<file path="config.mk">
export PLATFORM = sky130hd
export DESIGN_NAME = rounded_rect_pixel_dimmer
export DESIGN_NICKNAME = d
export VERILOG_FILES = /design/src/rtl/rrpd_pkg.sv /design/src/rtl/rrpd_raster.sv /design/src/rtl/rrpd_shape.sv /design/src/rtl/rrpd_scale.sv /design/src/rtl/rounded_rect_pixel_dimmer.sv
export SDC_FILE = /design/constraint.sdc
export NUM_CORES = 2
export LEC_CHECK = 0
export BUFFER_PORTS_ARGS = -buffer_cell sky130_fd_sc_hd__buf_2
export CAP_MARGIN = 5
export CORE_MARGIN = 3
export CORE_UTILIZATION = 46
export DETAILED_ROUTE_END_ITERATION = 10
export GPL_TIMING_DRIVEN = 0
export SLEW_MARGIN = 15
export SYNTH_ARGS = -nofsm -noshare
export SYNTH_HDL_FRONTEND = slang
export SYNTH_SLANG_ARGS = --single-unit
</file>
<file path="constraint.sdc">
create_clock -name clock -period 17.6 [get_ports clock]
set_input_delay 1.76 -clock clock [delete_from_list [all_inputs] [get_ports clock]]
set_output_delay 1.76 -clock clock [all_outputs]
set_load 0.03 [all_outputs]
</file>
<file path="src/rtl/rrpd_pkg.sv">
// Shared types and constants for the rounded-rectangle pixel dimmer.
`default_nettype none

package rrpd_pkg;

   localparam int MAX_DIM_DEFAULT = 1024;

   localparam int CHAN_W     = 8;
   localparam int CHAN_N     = 3;
   localparam int PIX_W      = CHAN_W * CHAN_N;
   localparam int PROD_W     = 2 * CHAN_W;
   localparam int DIM_REG_W  = 11;
   localparam int RAD_REG_W  = 15;
   localparam int OPA_W      = 8;
   localparam int CSR_ADDR_W = 4;
   localparam int CSR_DATA_W = 32;

   localparam logic [CHAN_W-1:0] ROUND_BIAS = 8'd127;

   // Channel 0 (red) sits in the lowest bits.
   typedef logic [CHAN_N-1:0][CHAN_W-1:0] pixel_type;

   typedef enum logic [1:0] {
      CSR_FRAME_WIDTH   = 2'd0,
      CSR_FRAME_HEIGHT  = 2'd1,
      CSR_CORNER_RADIUS = 2'd2,
      CSR_PRESS_OPACITY = 2'd3
   } csr_reg_type;

endpackage

`default_nettype wire

</file>
<file path="src/rtl/rrpd_raster.sv">
// Raster position counters, effective frame geometry and clamped corner radius.
`default_nettype none

module rrpd_raster
   import rrpd_pkg::*;
#(
   parameter int  MAX_DIM = MAX_DIM_DEFAULT,
   localparam int CW      = $clog2(MAX_DIM),
   localparam int DW      = $clog2(MAX_DIM + 1)
) (
   input  wire logic                 clock,
   input  wire logic                 reset,
   input  wire logic                 accept,
   input  wire logic [DIM_REG_W-1:0] frame_width,
   input  wire logic [DIM_REG_W-1:0] frame_height,
   input  wire logic [RAD_REG_W-1:0] corner_radius,
   output logic      [DW-1:0]        eff_width,
   output logic      [DW-1:0]        eff_height,
   output logic      [DW-1:0]        eff_radius,
   output logic      [CW-1:0]        pos_x,
   output logic      [CW-1:0]        pos_y,
   output logic                      frame_last
);

   localparam int EW = (DW > DIM_REG_W) ? DW : DIM_REG_W;
   localparam int RW = (DW > RAD_REG_W) ? DW : RAD_REG_W;

   logic [CW-1:0] col_ff, col_in;
   logic [CW-1:0] row_ff, row_in;
   logic [EW-1:0] fw_ext, fh_ext;
   logic [DW-1:0] half;
   logic          last_col, last_row;

   assign fw_ext = EW'(frame_width);
   assign fh_ext = EW'(frame_height);

   always_comb begin
      if (fw_ext == '0) begin
         eff_width = DW'(1);
      end else if (fw_ext > EW'(MAX_DIM)) begin
         eff_width = DW'(MAX_DIM);
      end else begin
         eff_width = DW'(fw_ext);
      end
      if (fh_ext == '0) begin
         eff_height = DW'(1);
      end else if (fh_ext > EW'(MAX_DIM)) begin
         eff_height = DW'(MAX_DIM);
      end else begin
         eff_height = DW'(fh_ext);
      end
   end

   // Radius is limited to half the smaller side.
   assign half       = ((eff_width < eff_height) ? eff_width : eff_height) >> 1;
   assign eff_radius = (RW'(corner_radius) < RW'(half)) ? DW'(corner_radius) : half;

   // A counter left beyond the bound by a register write acts as the last position.
   assign pos_x = (DW'(col_ff) >= eff_width)  ? CW'(eff_width - DW'(1))  : col_ff;
   assign pos_y = (DW'(row_ff) >= eff_height) ? CW'(eff_height - DW'(1)) : row_ff;

   assign last_col   = (pos_x == CW'(eff_width - DW'(1)));
   assign last_row   = (pos_y == CW'(eff_height - DW'(1)));
   assign frame_last = last_col && last_row;

   always_comb begin
      col_in = col_ff;
      row_in = row_ff;
      if (accept) begin
         if (last_col) begin
            col_in = '0;
            row_in = last_row ? '0 : pos_y + CW'(1);
         end else begin
            col_in = pos_x + CW'(1);
            row_in = pos_y;
         end
      end
   end

   always_ff @(posedge clock) begin
      if (reset) begin
         col_ff <= '0;
         row_ff <= '0;
      end else begin
         col_ff <= col_in;
         row_ff <= row_in;
      end
   end

`ifndef SYNTH
   a_wrap_at_frame_end: assert property (@(posedge clock) disable iff (reset)
      accept && frame_last |=> col_ff == '0 && row_ff == '0)
      else $error("counters did not wrap after the last pixel of the frame");

   a_column_advance: assert property (@(posedge clock) disable iff (reset)
      accept && !last_col |=> col_ff == $past(pos_x) + CW'(1) && row_ff == $past(pos_y))
      else $error("column counter did not advance within a row");

   a_hold_when_idle: assert property (@(posedge clock) disable iff (reset)
      !accept |=> $stable(col_ff) && $stable(row_ff))
      else $error("position moved without an accepted transaction");
`endif

endmodule

`default_nettype wire

</file>
<file path="src/rtl/rrpd_shape.sv">
// Rounded-rectangle membership test: squared corner distances, then compare.
`default_nettype none

module rrpd_shape
   import rrpd_pkg::*;
#(
   parameter int  MAX_DIM = MAX_DIM_DEFAULT,
   localparam int CW      = $clog2(MAX_DIM),
   localparam int DW      = $clog2(MAX_DIM + 1)
) (
   input  wire logic          clock,
   input  wire logic          load,
   input  wire logic [CW-1:0] pos_x,
   input  wire logic [CW-1:0] pos_y,
   input  wire logic [DW-1:0] eff_width,
   input  wire logic [DW-1:0] eff_height,
   input  wire logic [DW-1:0] eff_radius,
   output logic               in_shape
);

   localparam int SQ_W = 2 * DW + 1;

   logic [DW-1:0]   xe, ye, w_in, h_in, r_dbl;
   logic            x_lo, x_hi, y_lo, y_hi, bypass_in;
   logic [DW:0]     ax_full, ay_full;
   logic [CW-1:0]   ax, ay;
   logic [2*CW-1:0] ax_sq_in, ay_sq_in;
   logic [2*DW-1:0] r_sq_in;

   logic            bypass_ff;
   logic [2*CW-1:0] ax_sq_ff, ay_sq_ff;
   logic [2*DW-1:0] r_sq_ff;

   always_comb begin
      xe   = DW'(pos_x);
      ye   = DW'(pos_y);
      w_in = eff_width - eff_radius;
      h_in = eff_height - eff_radius;
      x_lo = xe < eff_radius;
      x_hi = xe >= w_in;
      y_lo = ye < eff_radius;
      y_hi = ye >= h_in;
      bypass_in = (eff_radius == '0) || (!x_lo && !x_hi) || (!y_lo && !y_hi);
      // Distance from the half-pixel corner centre, in doubled coordinates.
      ax_full = x_lo ? (({1'b0, eff_radius - xe} << 1) - (DW + 1)'(1))
                     : (({1'b0, xe - w_in} << 1) + (DW + 1)'(1));
      ay_full = y_lo ? (({1'b0, eff_radius - ye} << 1) - (DW + 1)'(1))
                     : (({1'b0, ye - h_in} << 1) + (DW + 1)'(1));
      ax    = CW'(ax_full);
      ay    = CW'(ay_full);
      r_dbl = eff_radius << 1;
      ax_sq_in = (2 * CW)'(ax) * (2 * CW)'(ax);
      ay_sq_in = (2 * CW)'(ay) * (2 * CW)'(ay);
      r_sq_in  = (2 * DW)'(r_dbl) * (2 * DW)'(r_dbl);
   end

   always_ff @(posedge clock) begin
      if (load) begin
         bypass_ff <= bypass_in;
         ax_sq_ff  <= ax_sq_in;
         ay_sq_ff  <= ay_sq_in;
         r_sq_ff   <= r_sq_in;
      end
   end

   assign in_shape = bypass_ff ||
                     ((SQ_W'(ax_sq_ff) + SQ_W'(ay_sq_ff)) <= SQ_W'(r_sq_ff));

endmodule

`default_nettype wire

</file>
<file path="src/rtl/rrpd_scale.sv">
// Per-channel darkening: product with the retained level, then divide by 255.
`default_nettype none

module rrpd_scale
   import rrpd_pkg::*;
(
   input  wire logic             clock,
   input  wire logic             load,
   input  wire pixel_type        pixel,
   input  wire logic [OPA_W-1:0] press_opacity,
   output pixel_type             raw,
   output pixel_type             scaled
);

   logic [CHAN_W-1:0]                 retained;
   logic [CHAN_N-1:0][PROD_W-1:0]     prod_in, prod_ff, quot_sum;
   pixel_type                         raw_ff;

   // 255 minus opacity
   assign retained = ~press_opacity;

   always_comb begin
      for (int i = 0; i < CHAN_N; i++) begin
         prod_in[i] = PROD_W'(pixel[i]) * PROD_W'(retained) + PROD_W'(ROUND_BIAS);
      end
   end

   always_ff @(posedge clock) begin
      if (load) begin
         prod_ff <= prod_in;
         raw_ff  <= pixel;
      end
   end

   // v / 255 == (v + (v >> 8) + 1) >> 8 over the whole product range.
   always_comb begin
      for (int i = 0; i < CHAN_N; i++) begin
         quot_sum[i] = prod_ff[i] + (prod_ff[i] >> CHAN_W) + PROD_W'(1);
         scaled[i]   = quot_sum[i][PROD_W-1:CHAN_W];
      end
   end

   assign raw = raw_ff;

endmodule

`default_nettype wire

</file>
<file path="src/rtl/rounded_rect_pixel_dimmer.sv">
// Top level of the rounded-rectangle pixel dimmer: register port and pipeline.
// Takes one RGB888 pixel per clock in raster order and darkens those inside a
// rounded rectangle that covers the configured frame; corner pixels outside the
// circle pass unchanged. Throughput is one pixel per cycle while the result
// port is not stalled; each pixel passes through three register stages (input
// register, product and square register, result register) before its result
// is shown on the result port. A stalled result stage fills
// the earlier stages before req_tready drops. Write the geometry and opacity
// registers only while no pixel is in flight; they take effect from the next
// pixel and do not clear the position counters.
`default_nettype none

module rounded_rect_pixel_dimmer
   import rrpd_pkg::*;
#(
   parameter int MAX_DIM = MAX_DIM_DEFAULT
) (
   input  wire logic                  clock,
   input  wire logic                  reset,
   input  wire logic                  csr_psel,
   input  wire logic                  csr_penable,
   input  wire logic                  csr_pwrite,
   input  wire logic [CSR_ADDR_W-1:0] csr_paddr,
   input  wire logic [CSR_DATA_W-1:0] csr_pwdata,
   output logic      [CSR_DATA_W-1:0] csr_prdata,
   output logic                       csr_pready,
   input  wire logic                  req_tvalid,
   output logic                       req_tready,
   input  wire logic [PIX_W-1:0]      req_tdata,  // in_red, in_green, in_blue
   output logic                       rsp_tvalid,
   input  wire logic                  rsp_tready,
   output logic      [PIX_W-1:0]      rsp_tdata,  // out_red, out_green, out_blue
   output logic                       rsp_tuser,  // inside_shape
   output logic                       rsp_tlast   // frame_end
);

   localparam int CW = $clog2(MAX_DIM);
   localparam int DW = $clog2(MAX_DIM + 1);

   logic [DIM_REG_W-1:0] frame_width_ff, frame_height_ff;
   logic [RAD_REG_W-1:0] corner_radius_ff;
   logic [OPA_W-1:0]     press_opacity_ff;
   csr_reg_type          csr_sel;
   logic                 csr_write;

   logic [DW-1:0] eff_width, eff_height, eff_radius;
   logic [CW-1:0] pos_x, pos_y;
   logic          frame_last;
   logic          accept;

   logic          ready_a, ready_b, ready_c, load_b, load_c;
   logic          v_a_ff, v_a_in, v_b_ff, v_b_in, v_c_ff, v_c_in;
   pixel_type     pix_a_ff;
   logic [CW-1:0] x_a_ff, y_a_ff;
   logic          last_a_ff, last_b_ff, last_c_ff;
   logic          in_shape;
   pixel_type     raw, scaled, rsp_data_ff, rsp_data_in;
   logic          inside_c_ff;

   // ---------------- register port ----------------
   assign csr_pready = 1'b1;
   assign csr_write  = csr_psel && csr_penable && csr_pwrite && csr_pready;
   assign csr_sel    = csr_reg_type'(csr_paddr[CSR_ADDR_W-1:2]);

   always_ff @(posedge clock) begin
      if (reset) begin
         frame_width_ff   <= DIM_REG_W'(1);
         frame_height_ff  <= DIM_REG_W'(1);
         corner_radius_ff <= '0;
         press_opacity_ff <= '0;
      end else if (csr_write) begin
         unique case (csr_sel)
            CSR_FRAME_WIDTH:   frame_width_ff   <= csr_pwdata[DIM_REG_W-1:0];
            CSR_FRAME_HEIGHT:  frame_height_ff  <= csr_pwdata[DIM_REG_W-1:0];
            CSR_CORNER_RADIUS: corner_radius_ff <= csr_pwdata[RAD_REG_W-1:0];
            CSR_PRESS_OPACITY: press_opacity_ff <= csr_pwdata[OPA_W-1:0];
            default:           ;
         endcase
      end
   end

   always_comb begin
      unique case (csr_sel)
         CSR_FRAME_WIDTH:   csr_prdata = CSR_DATA_W'(frame_width_ff);
         CSR_FRAME_HEIGHT:  csr_prdata = CSR_DATA_W'(frame_height_ff);
         CSR_CORNER_RADIUS: csr_prdata = CSR_DATA_W'(corner_radius_ff);
         CSR_PRESS_OPACITY: csr_prdata = CSR_DATA_W'(press_opacity_ff);
         default:           csr_prdata = '0;
      endcase
   end

   // ---------------- pipeline control ----------------
   assign ready_c    = !v_c_ff || rsp_tready;
   assign ready_b    = !v_b_ff || ready_c;
   assign ready_a    = !v_a_ff || ready_b;
   assign req_tready = ready_a;
   assign accept     = req_tvalid && ready_a;
   assign load_b     = ready_b && v_a_ff;
   assign load_c     = ready_c && v_b_ff;

   assign v_a_in = ready_a ? req_tvalid : v_a_ff;
   assign v_b_in = ready_b ? v_a_ff : v_b_ff;
   assign v_c_in = ready_c ? v_b_ff : v_c_ff;

   always_ff @(posedge clock) begin
      if (reset) begin
         v_a_ff <= 1'b0;
         v_b_ff <= 1'b0;
         v_c_ff <= 1'b0;
      end else begin
         v_a_ff <= v_a_in;
         v_b_ff <= v_b_in;
         v_c_ff <= v_c_in;
      end
   end

   // ---------------- position ----------------
   rrpd_raster #(
      .MAX_DIM (MAX_DIM)
   ) u_raster (
      .clock         (clock),
      .reset         (reset),
      .accept        (accept),
      .frame_width   (frame_width_ff),
      .frame_height  (frame_height_ff),
      .corner_radius (corner_radius_ff),
      .eff_width     (eff_width),
      .eff_height    (eff_height),
      .eff_radius    (eff_radius),
      .pos_x         (pos_x),
      .pos_y         (pos_y),
      .frame_last    (frame_last)
   );

   // Input register: capture pixel with its position.
   always_ff @(posedge clock) begin
      if (accept) begin
         pix_a_ff  <= pixel_type'(req_tdata);
         x_a_ff    <= pos_x;
         y_a_ff    <= pos_y;
         last_a_ff <= frame_last;
      end
   end

   // ---------------- second stage ----------------
   rrpd_shape #(
      .MAX_DIM (MAX_DIM)
   ) u_shape (
      .clock      (clock),
      .load       (load_b),
      .pos_x      (x_a_ff),
      .pos_y      (y_a_ff),
      .eff_width  (eff_width),
      .eff_height (eff_height),
      .eff_radius (eff_radius),
      .in_shape   (in_shape)
   );

   rrpd_scale u_scale (
      .clock         (clock),
      .load          (load_b),
      .pixel         (pix_a_ff),
      .press_opacity (press_opacity_ff),
      .raw           (raw),
      .scaled        (scaled)
   );

   always_ff @(posedge clock) begin
      if (load_b) begin
         last_b_ff <= last_a_ff;
      end
   end

   // ---------------- result register ----------------
   assign rsp_data_in = in_shape ? scaled : raw;

   always_ff @(posedge clock) begin
      if (load_c) begin
         rsp_data_ff <= rsp_data_in;
         inside_c_ff <= in_shape;
         last_c_ff   <= last_b_ff;
      end
   end

   assign rsp_tvalid = v_c_ff;
   assign rsp_tdata  = PIX_W'(rsp_data_ff);
   assign rsp_tuser  = inside_c_ff;
   assign rsp_tlast  = last_c_ff;

`ifndef SYNTH
   a_accept_fills_input: assert property (@(posedge clock) disable iff (reset)
      accept |=> v_a_ff)
      else $error("accepted transaction missing from the input register");

   a_mid_stage_holds: assert property (@(posedge clock) disable iff (reset)
      v_b_ff && !ready_c |=> v_b_ff && $stable(last_b_ff))
      else $error("middle stage lost or changed a stalled transaction");

   a_full_backpressure: assert property (@(posedge clock) disable iff (reset)
      v_a_ff && v_b_ff && v_c_ff && !rsp_tready |-> !req_tready)
      else $error("input accepted while the pipeline is full and stalled");
`endif

endmodule

`default_nettype wire
</file>
# --- Word level (Yosys, flattened, before mapping) ---
# Index checks and enable logic that the tools add are counted.
# Widths: inputs -> output; s select.
word_totals:
  ff_bits: 273
classes:
  add_sub_neg: 24
  multipliers: 6
  n_lt_le_gt_ge: 11
  n_eq_ne: 5
  mux: 15
  bitwise: 1
  reduce_logical: 29
op_table:
  columns: ["operator", "count"]
  rows:
  - ["$pmux 32 s4", 1]
  - ["$mux 10", 7]
  - ["$mux 11", 6]
  - ["$mul 10x10->20", 3]
  - ["$add 16x1->16 const B", 3]
  - ["$add 16x7->16 const B", 3]
  - ["$add 16x8->16", 3]
  - ["$mul 8x8->16", 3]
  - ["$ge 10x11->1", 4]
  - ["$add 10x1->10 const B", 4]
  - ["$sub 10x1->10 const B", 4]
  - ["$sub 9x9->9", 4]
  - ["$logic_not 11->1", 3]
  - ["$mux 24", 1]
  - ["$le 23x22->1", 1]
  - ["$gt 11x11->1 const B", 2]
  - ["$lt 10x11->1", 2]
  - ["$sub 11x11->11", 2]
  - ["$add 20x20->21", 1]
  - ["$eq 10x10->1", 2]
  - ["$lt 15x10->1", 1]
  - ["$lt 11x11->1", 1]
  - ["$logic_and 1x1->1", 8]
  - ["$not 8->8", 1]
  - ["6 further kinds", 21]

# --- Logic depth before layout (Yosys ltp) ---
logic_depth:
  word_depth: 13
  mapped_depth: 59
  depth_no_buf: 55

# --- By module ---
# Synthesis repeated with hierarchy kept, for this count alone.
hier_totals:
  hier_cells: 3322
  area_unflattened_um2: 31925.6
by_module_without_submodules:
  columns: ["module", "n_inst", "cells_each", "area_per_inst_um2"]
  rows:
  - ["rrpd_shape", 1, 1514, 13569.3]
  - ["rrpd_scale", 1, 984, 9932.0]
  - ["rounded_rect_pixel_dimmer", 1, 328, 4845.9]
  - ["rrpd_raster", 1, 496, 3578.4]

# --- Least setup slack after synthesis ---
# OpenSTA, ideal clock, no wires.
synth_path:
  kind: "reg-to-reg"
  startpoint: "register frame_width_ff[10]"
  endpoint: "register u_shape.ay_sq_ff[19], data pin"
  t_arrival_ns: 11.843
  required_ns: 17.338
  slack_ns: 5.495
  path_stages_with_launch: 52
  path_buffers: 5
  cell_sequence: "dfxtp_1 -> clkbuf_1 -> clkinv_1 -> nand2_1 -> inv_1 -> ha_1 -> a211oi_1 -> nor2_1 -> nor3_1 -> o211ai_4 -> clkbuf_1 -> o21ai_0 -> inv_1 -> ha_1 -> a211oi_1 -> o211ai_1 -> nor2_1 -> inv_1 -> [... 16 more ...] -> mux2i_1 -> inv_1 -> nand2_1 -> fa_1 -> fa_1 -> inv_1 -> fa_1 -> fa_1 -> fa_1 -> ha_1 -> a21o_1 -> a21o_1 -> a21o_1 -> a221oi_1 -> nand2_1 -> o211ai_1 -> o31ai_1 -> xnor2_1"
synth_between:
  elab_chain_cells: 12
  elab_cells_between_ends: 16
synth_rtl:
  columns: ["element", "line", "source"]
  rows:
  - ["start, declared", "rounded_rect_pixel_dimmer.sv:40", "logic [DIM_REG_W-1:0] frame_width_ff, frame_height_ff;"]
  - ["start signal, assigned", "rounded_rect_pixel_dimmer.sv:73", "CSR_FRAME_WIDTH: frame_width_ff <= csr_pwdata[DIM_REG_W-1:0];"]
  - ["$gt 11x11->1", "rrpd_raster.sv:40", "end else if (fw_ext > EW'(MAX_DIM)) begin"]
  - ["$mux 11", "rrpd_raster.sv:40", null]
  - ["$mux 11 *", "rrpd_raster.sv:38", "if (fw_ext == '0) begin"]
  - ["$lt 11x11->1", "rrpd_raster.sv:55", "assign half = ((eff_width < eff_height) ? eff_width : eff_height) >> 1;"]
  - ["$mux 11 *", "rrpd_raster.sv:55", null]
  - ["$lt 15x10->1", "rrpd_raster.sv:56", "assign eff_radius = (RW'(corner_radius) < RW'(half)) ? DW'(corner_radius) : half;"]
  - ["$mux 11 *", "rrpd_raster.sv:56", null]
  - ["via eff_radius[0]", "rounded_rect_pixel_dimmer.sv:46", "logic [DW-1:0] eff_width, eff_height, eff_radius;"]
  - ["$sub 11x11->11", "rrpd_shape.sv:38", "h_in = eff_height - eff_radius;"]
  - ["$sub 9x9->9", "rrpd_shape.sv:48", ": (({1'b0, ye - h_in} << 1) + (DW + 1)'(1));"]
  - ["$add 10x1->10", "rrpd_shape.sv:48", null]
  - ["$mux 10 *", "rrpd_shape.sv:47", "ay_full = y_lo ? (({1'b0, eff_radius - ye} << 1) - (DW + 1)'(1))"]
  - ["$mul 10x10->20 *", "rrpd_shape.sv:53", "ay_sq_in = (2 * CW)'(ay) * (2 * CW)'(ay);"]
  - ["via u_shape.ay_sq_in[19]", "rrpd_shape.sv:27", "logic [2*CW-1:0] ax_sq_in, ay_sq_in;"]
  - ["end signal, assigned", "rrpd_shape.sv:61", "ay_sq_ff <= ay_sq_in;"]
  - ["end, declared", "rrpd_shape.sv:31", "logic [2*CW-1:0] ax_sq_ff, ay_sq_ff;"]
# Mark *: on every way through the listed nets, which the timed path passes. The rest lies on a longest branch.
# A chain may end at the register's enable or synchronous reset.

# --- Worst setup path in the final report ---
# Ends and elaborated chain as after synthesis.

==> results.toml <==
[status]
outcome = "completed"

[layout]
drive_gt1_frac = 0.0778
most-common-layout-cells = "inv_1 (464), ha_1 (433), fa_1 (271), nand2_1 (227), nor2_1 (205)"
layout_commonest_cell = "inv_1"
nNetsFinal = 4139
syn_to_final_growth_pct = 9.40
n_fill_cell = 6061

[die]
std_cell_rows = 94
core_area_um2 = 66200
fp.dieW_um = 266
die-area_um2 = 70500
initial_core_util = 0.468
die_y_um = 266
ios = 128

[worst_setup_path]
cp_slowest_cell = "mux2i_1"
rr_worst_depth = 51
crit_arrival_ps = 15630
crit_path_end_kind = "flop"
start_kind = "flop"
cp.required_ps = 17940
worstPathMaxFanout = 11
path_delay_family = "adder cells"
cpPeakStageDelay_ps = 870
path_buf_inv = 12
r2r-start = "frame_width_ff[10]"
rr_endpoint = "u_shape.ay_sq_ff[19]"
ff2ff_setup_slack_ps = 2310
path_class = "reg2reg"

[routing]
viasPerCell = 5.40
vias = 23000
wire_per_inst_um = 18.2
drt_iter0_markers = 1273
first_pass_iters = 5
drc = 0
ant_nets = 0
finalWirelength_mm = 77.6

[global_route]
track_usage = 0.223
grt.overflow.total = 0
grt_max_degree = 26
grt_pass1_vias = 24100
grt_pass1_wl_mm = 126
antenna_found_initial = 1

[clock_network]
clockBufferDepth = 3
cts_root_buf = "clkbuf_16"
cts_resized = 0
clk_pin_slew_ps = 60
cts_buffers = 31
hold_buffers = 0
cts_tree = "built"
cts.sinks = 266
post_cts_buffers = 0
h-tree-depth = 1
insertion_delay_ps = 600

[logic_synthesis]
synth_area_leaders = "edfxtp_1 (19%), fa_1 (18%), ha_1 (17%)"
syn_area_um2 = 31000
synth.top_cell.area_share = 0.192
netlist_instances = 3220
seq_area_frac_synth = 0.236
yosysWarnings = 0
synthFlopType = "edfxtp_1"
synth_area_per_cell_um2 = 9.63
synth_top_area_cell = "edfxtp_1"
synth.distinct_cells = 83
async_reset_ff_frac = 0
ys_seq_elements = 266
synth_edf_count = 198

[worst_hold_path]
hold_path_depth = 0
whs_endpoint = "last_b_ff"
min_from = "last_a_ff"
min_path_type = "reg2reg"

[sta]
finalMaxSlewViolations = 0
setup_violations = 0
fin_skew_ps = 13.7
min_period_ps = 15290
final_hold_viol_count = 0
max_freq_mhz = 65.4
tns_ps = 0
worst_pin_slew_ps = 1200
rsz0062_at_grt = "false"
timing.final.crit_share = 0.869
whs_ps = 426
relSlewSlack = 0.197

[place]
place_hpwl_mm = 62.8
portBuffers = 90
place_congestion = 0.904

[flow_run]
maxCapViolations = 0
state kept, by name, indices dropped and copies added, names as in the netlist, 15 cells and up:
signal / flops
u_scale.raw: 24
u_scale.prod_ff: 48
u_shape.r_sq_ff: 19
pix_a_ff: 24
u_shape.ay_sq_ff: 17
corner_radius_ff: 15
rsp_tdata: 24
u_shape.ax_sq_ff: 17
logic make-up after synthesis:
group	Yosys count	share of synthesized area
and+or+nand+nor	884	0.143
adders and majority gates	704	0.350
buffers and inverters	554	0.0699
AOI/OAI and AO/OA	526	0.111
DFF	266	0.236
xor gates and xnor gates	208	0.0592
muxes	76	0.0308
other	2	0.000242
cell type report:
| cell class | instances | area, um^2 | area share |
|---|---|---|---|
| antenna | 1 | 2.50 | 0.0000738 |
| buffer | 79 | 380 | 0.0112 |
| clock buffer | 45 | 973 | 0.0287 |
| clock inverter | 13 | 100 | 0.00295 |
| inverter | 475 | 1790 | 0.0527 |
| multi-input combinational | 2416 | 21600 | 0.638 |
| sequential | 266 | 7310 | 0.215 |
| tap | 864 | 1080 | 0.0319 |
| timing repair buffer | 99 | 654 | 0.0193 |
through the flow:
step | setup WS, ps | utilization | std cells | area, um^2
after floorplan | 5500 | - | 3236 | 31100
after global placement | 1650 | 0.492 | 4190 | 32600
after detailed placement | 2610 | 0.496 | 4199 | 32800
after CTS | 2540 | 0.512 | 4257 | 33900
after global routing | 1320 | 0.512 | 4257 | 33900
final | 2310 | 0.512 | 4258 | 33900
metal layers:
layer | global-route usage | wire [um]
met1 | 0.302 | 34700
met2 | 0.376 | 36300
met3 | 0.0274 | 4290
met4 | 0.0636 | 2280
met5 | 0 | 0
worst max-delay path by stage:
stage	start	end	cells after the start
after floorplan	frame_width_ff[10]	u_shape.ay_sq_ff[19]	51
after global placement	rsp_tready	u_shape.r_sq_ff[18]	3
after detailed placement	frame_width_ff[10]	u_shape.ay_sq_ff[19]	51
after CTS	frame_width_ff[10]	u_shape.ay_sq_ff[19]	51
after global routing	frame_width_ff[10]	u_shape.ay_sq_ff[19]	51
final	frame_width_ff[10]	u_shape.ay_sq_ff[19]	51
synthesized netlist by cell type (19+ instances only):
library cell	count
nor2_1	205
clkbuf_1	51
a21oi_1	156
mux2i_1	28
a21boi_0	19
nand2_1	227
nand3_1	26
a21o_1	51
edfxtp_1	198
ha_1	433
fa_1	271
nand2b_1	150
nor3_1	34
o21bai_1	24
nand4_1	26
buf_4	19
dfxtp_1	68
nor2b_1	110
xnor2_1	139
o21a_1	44
xor2_1	68
mux2_2	36
o21ai_0	104
and2_1	19
inv_1	465
Power is not shown: default switching activity piles up to over one toggle a cycle in this logic, so the estimate is an artifact.
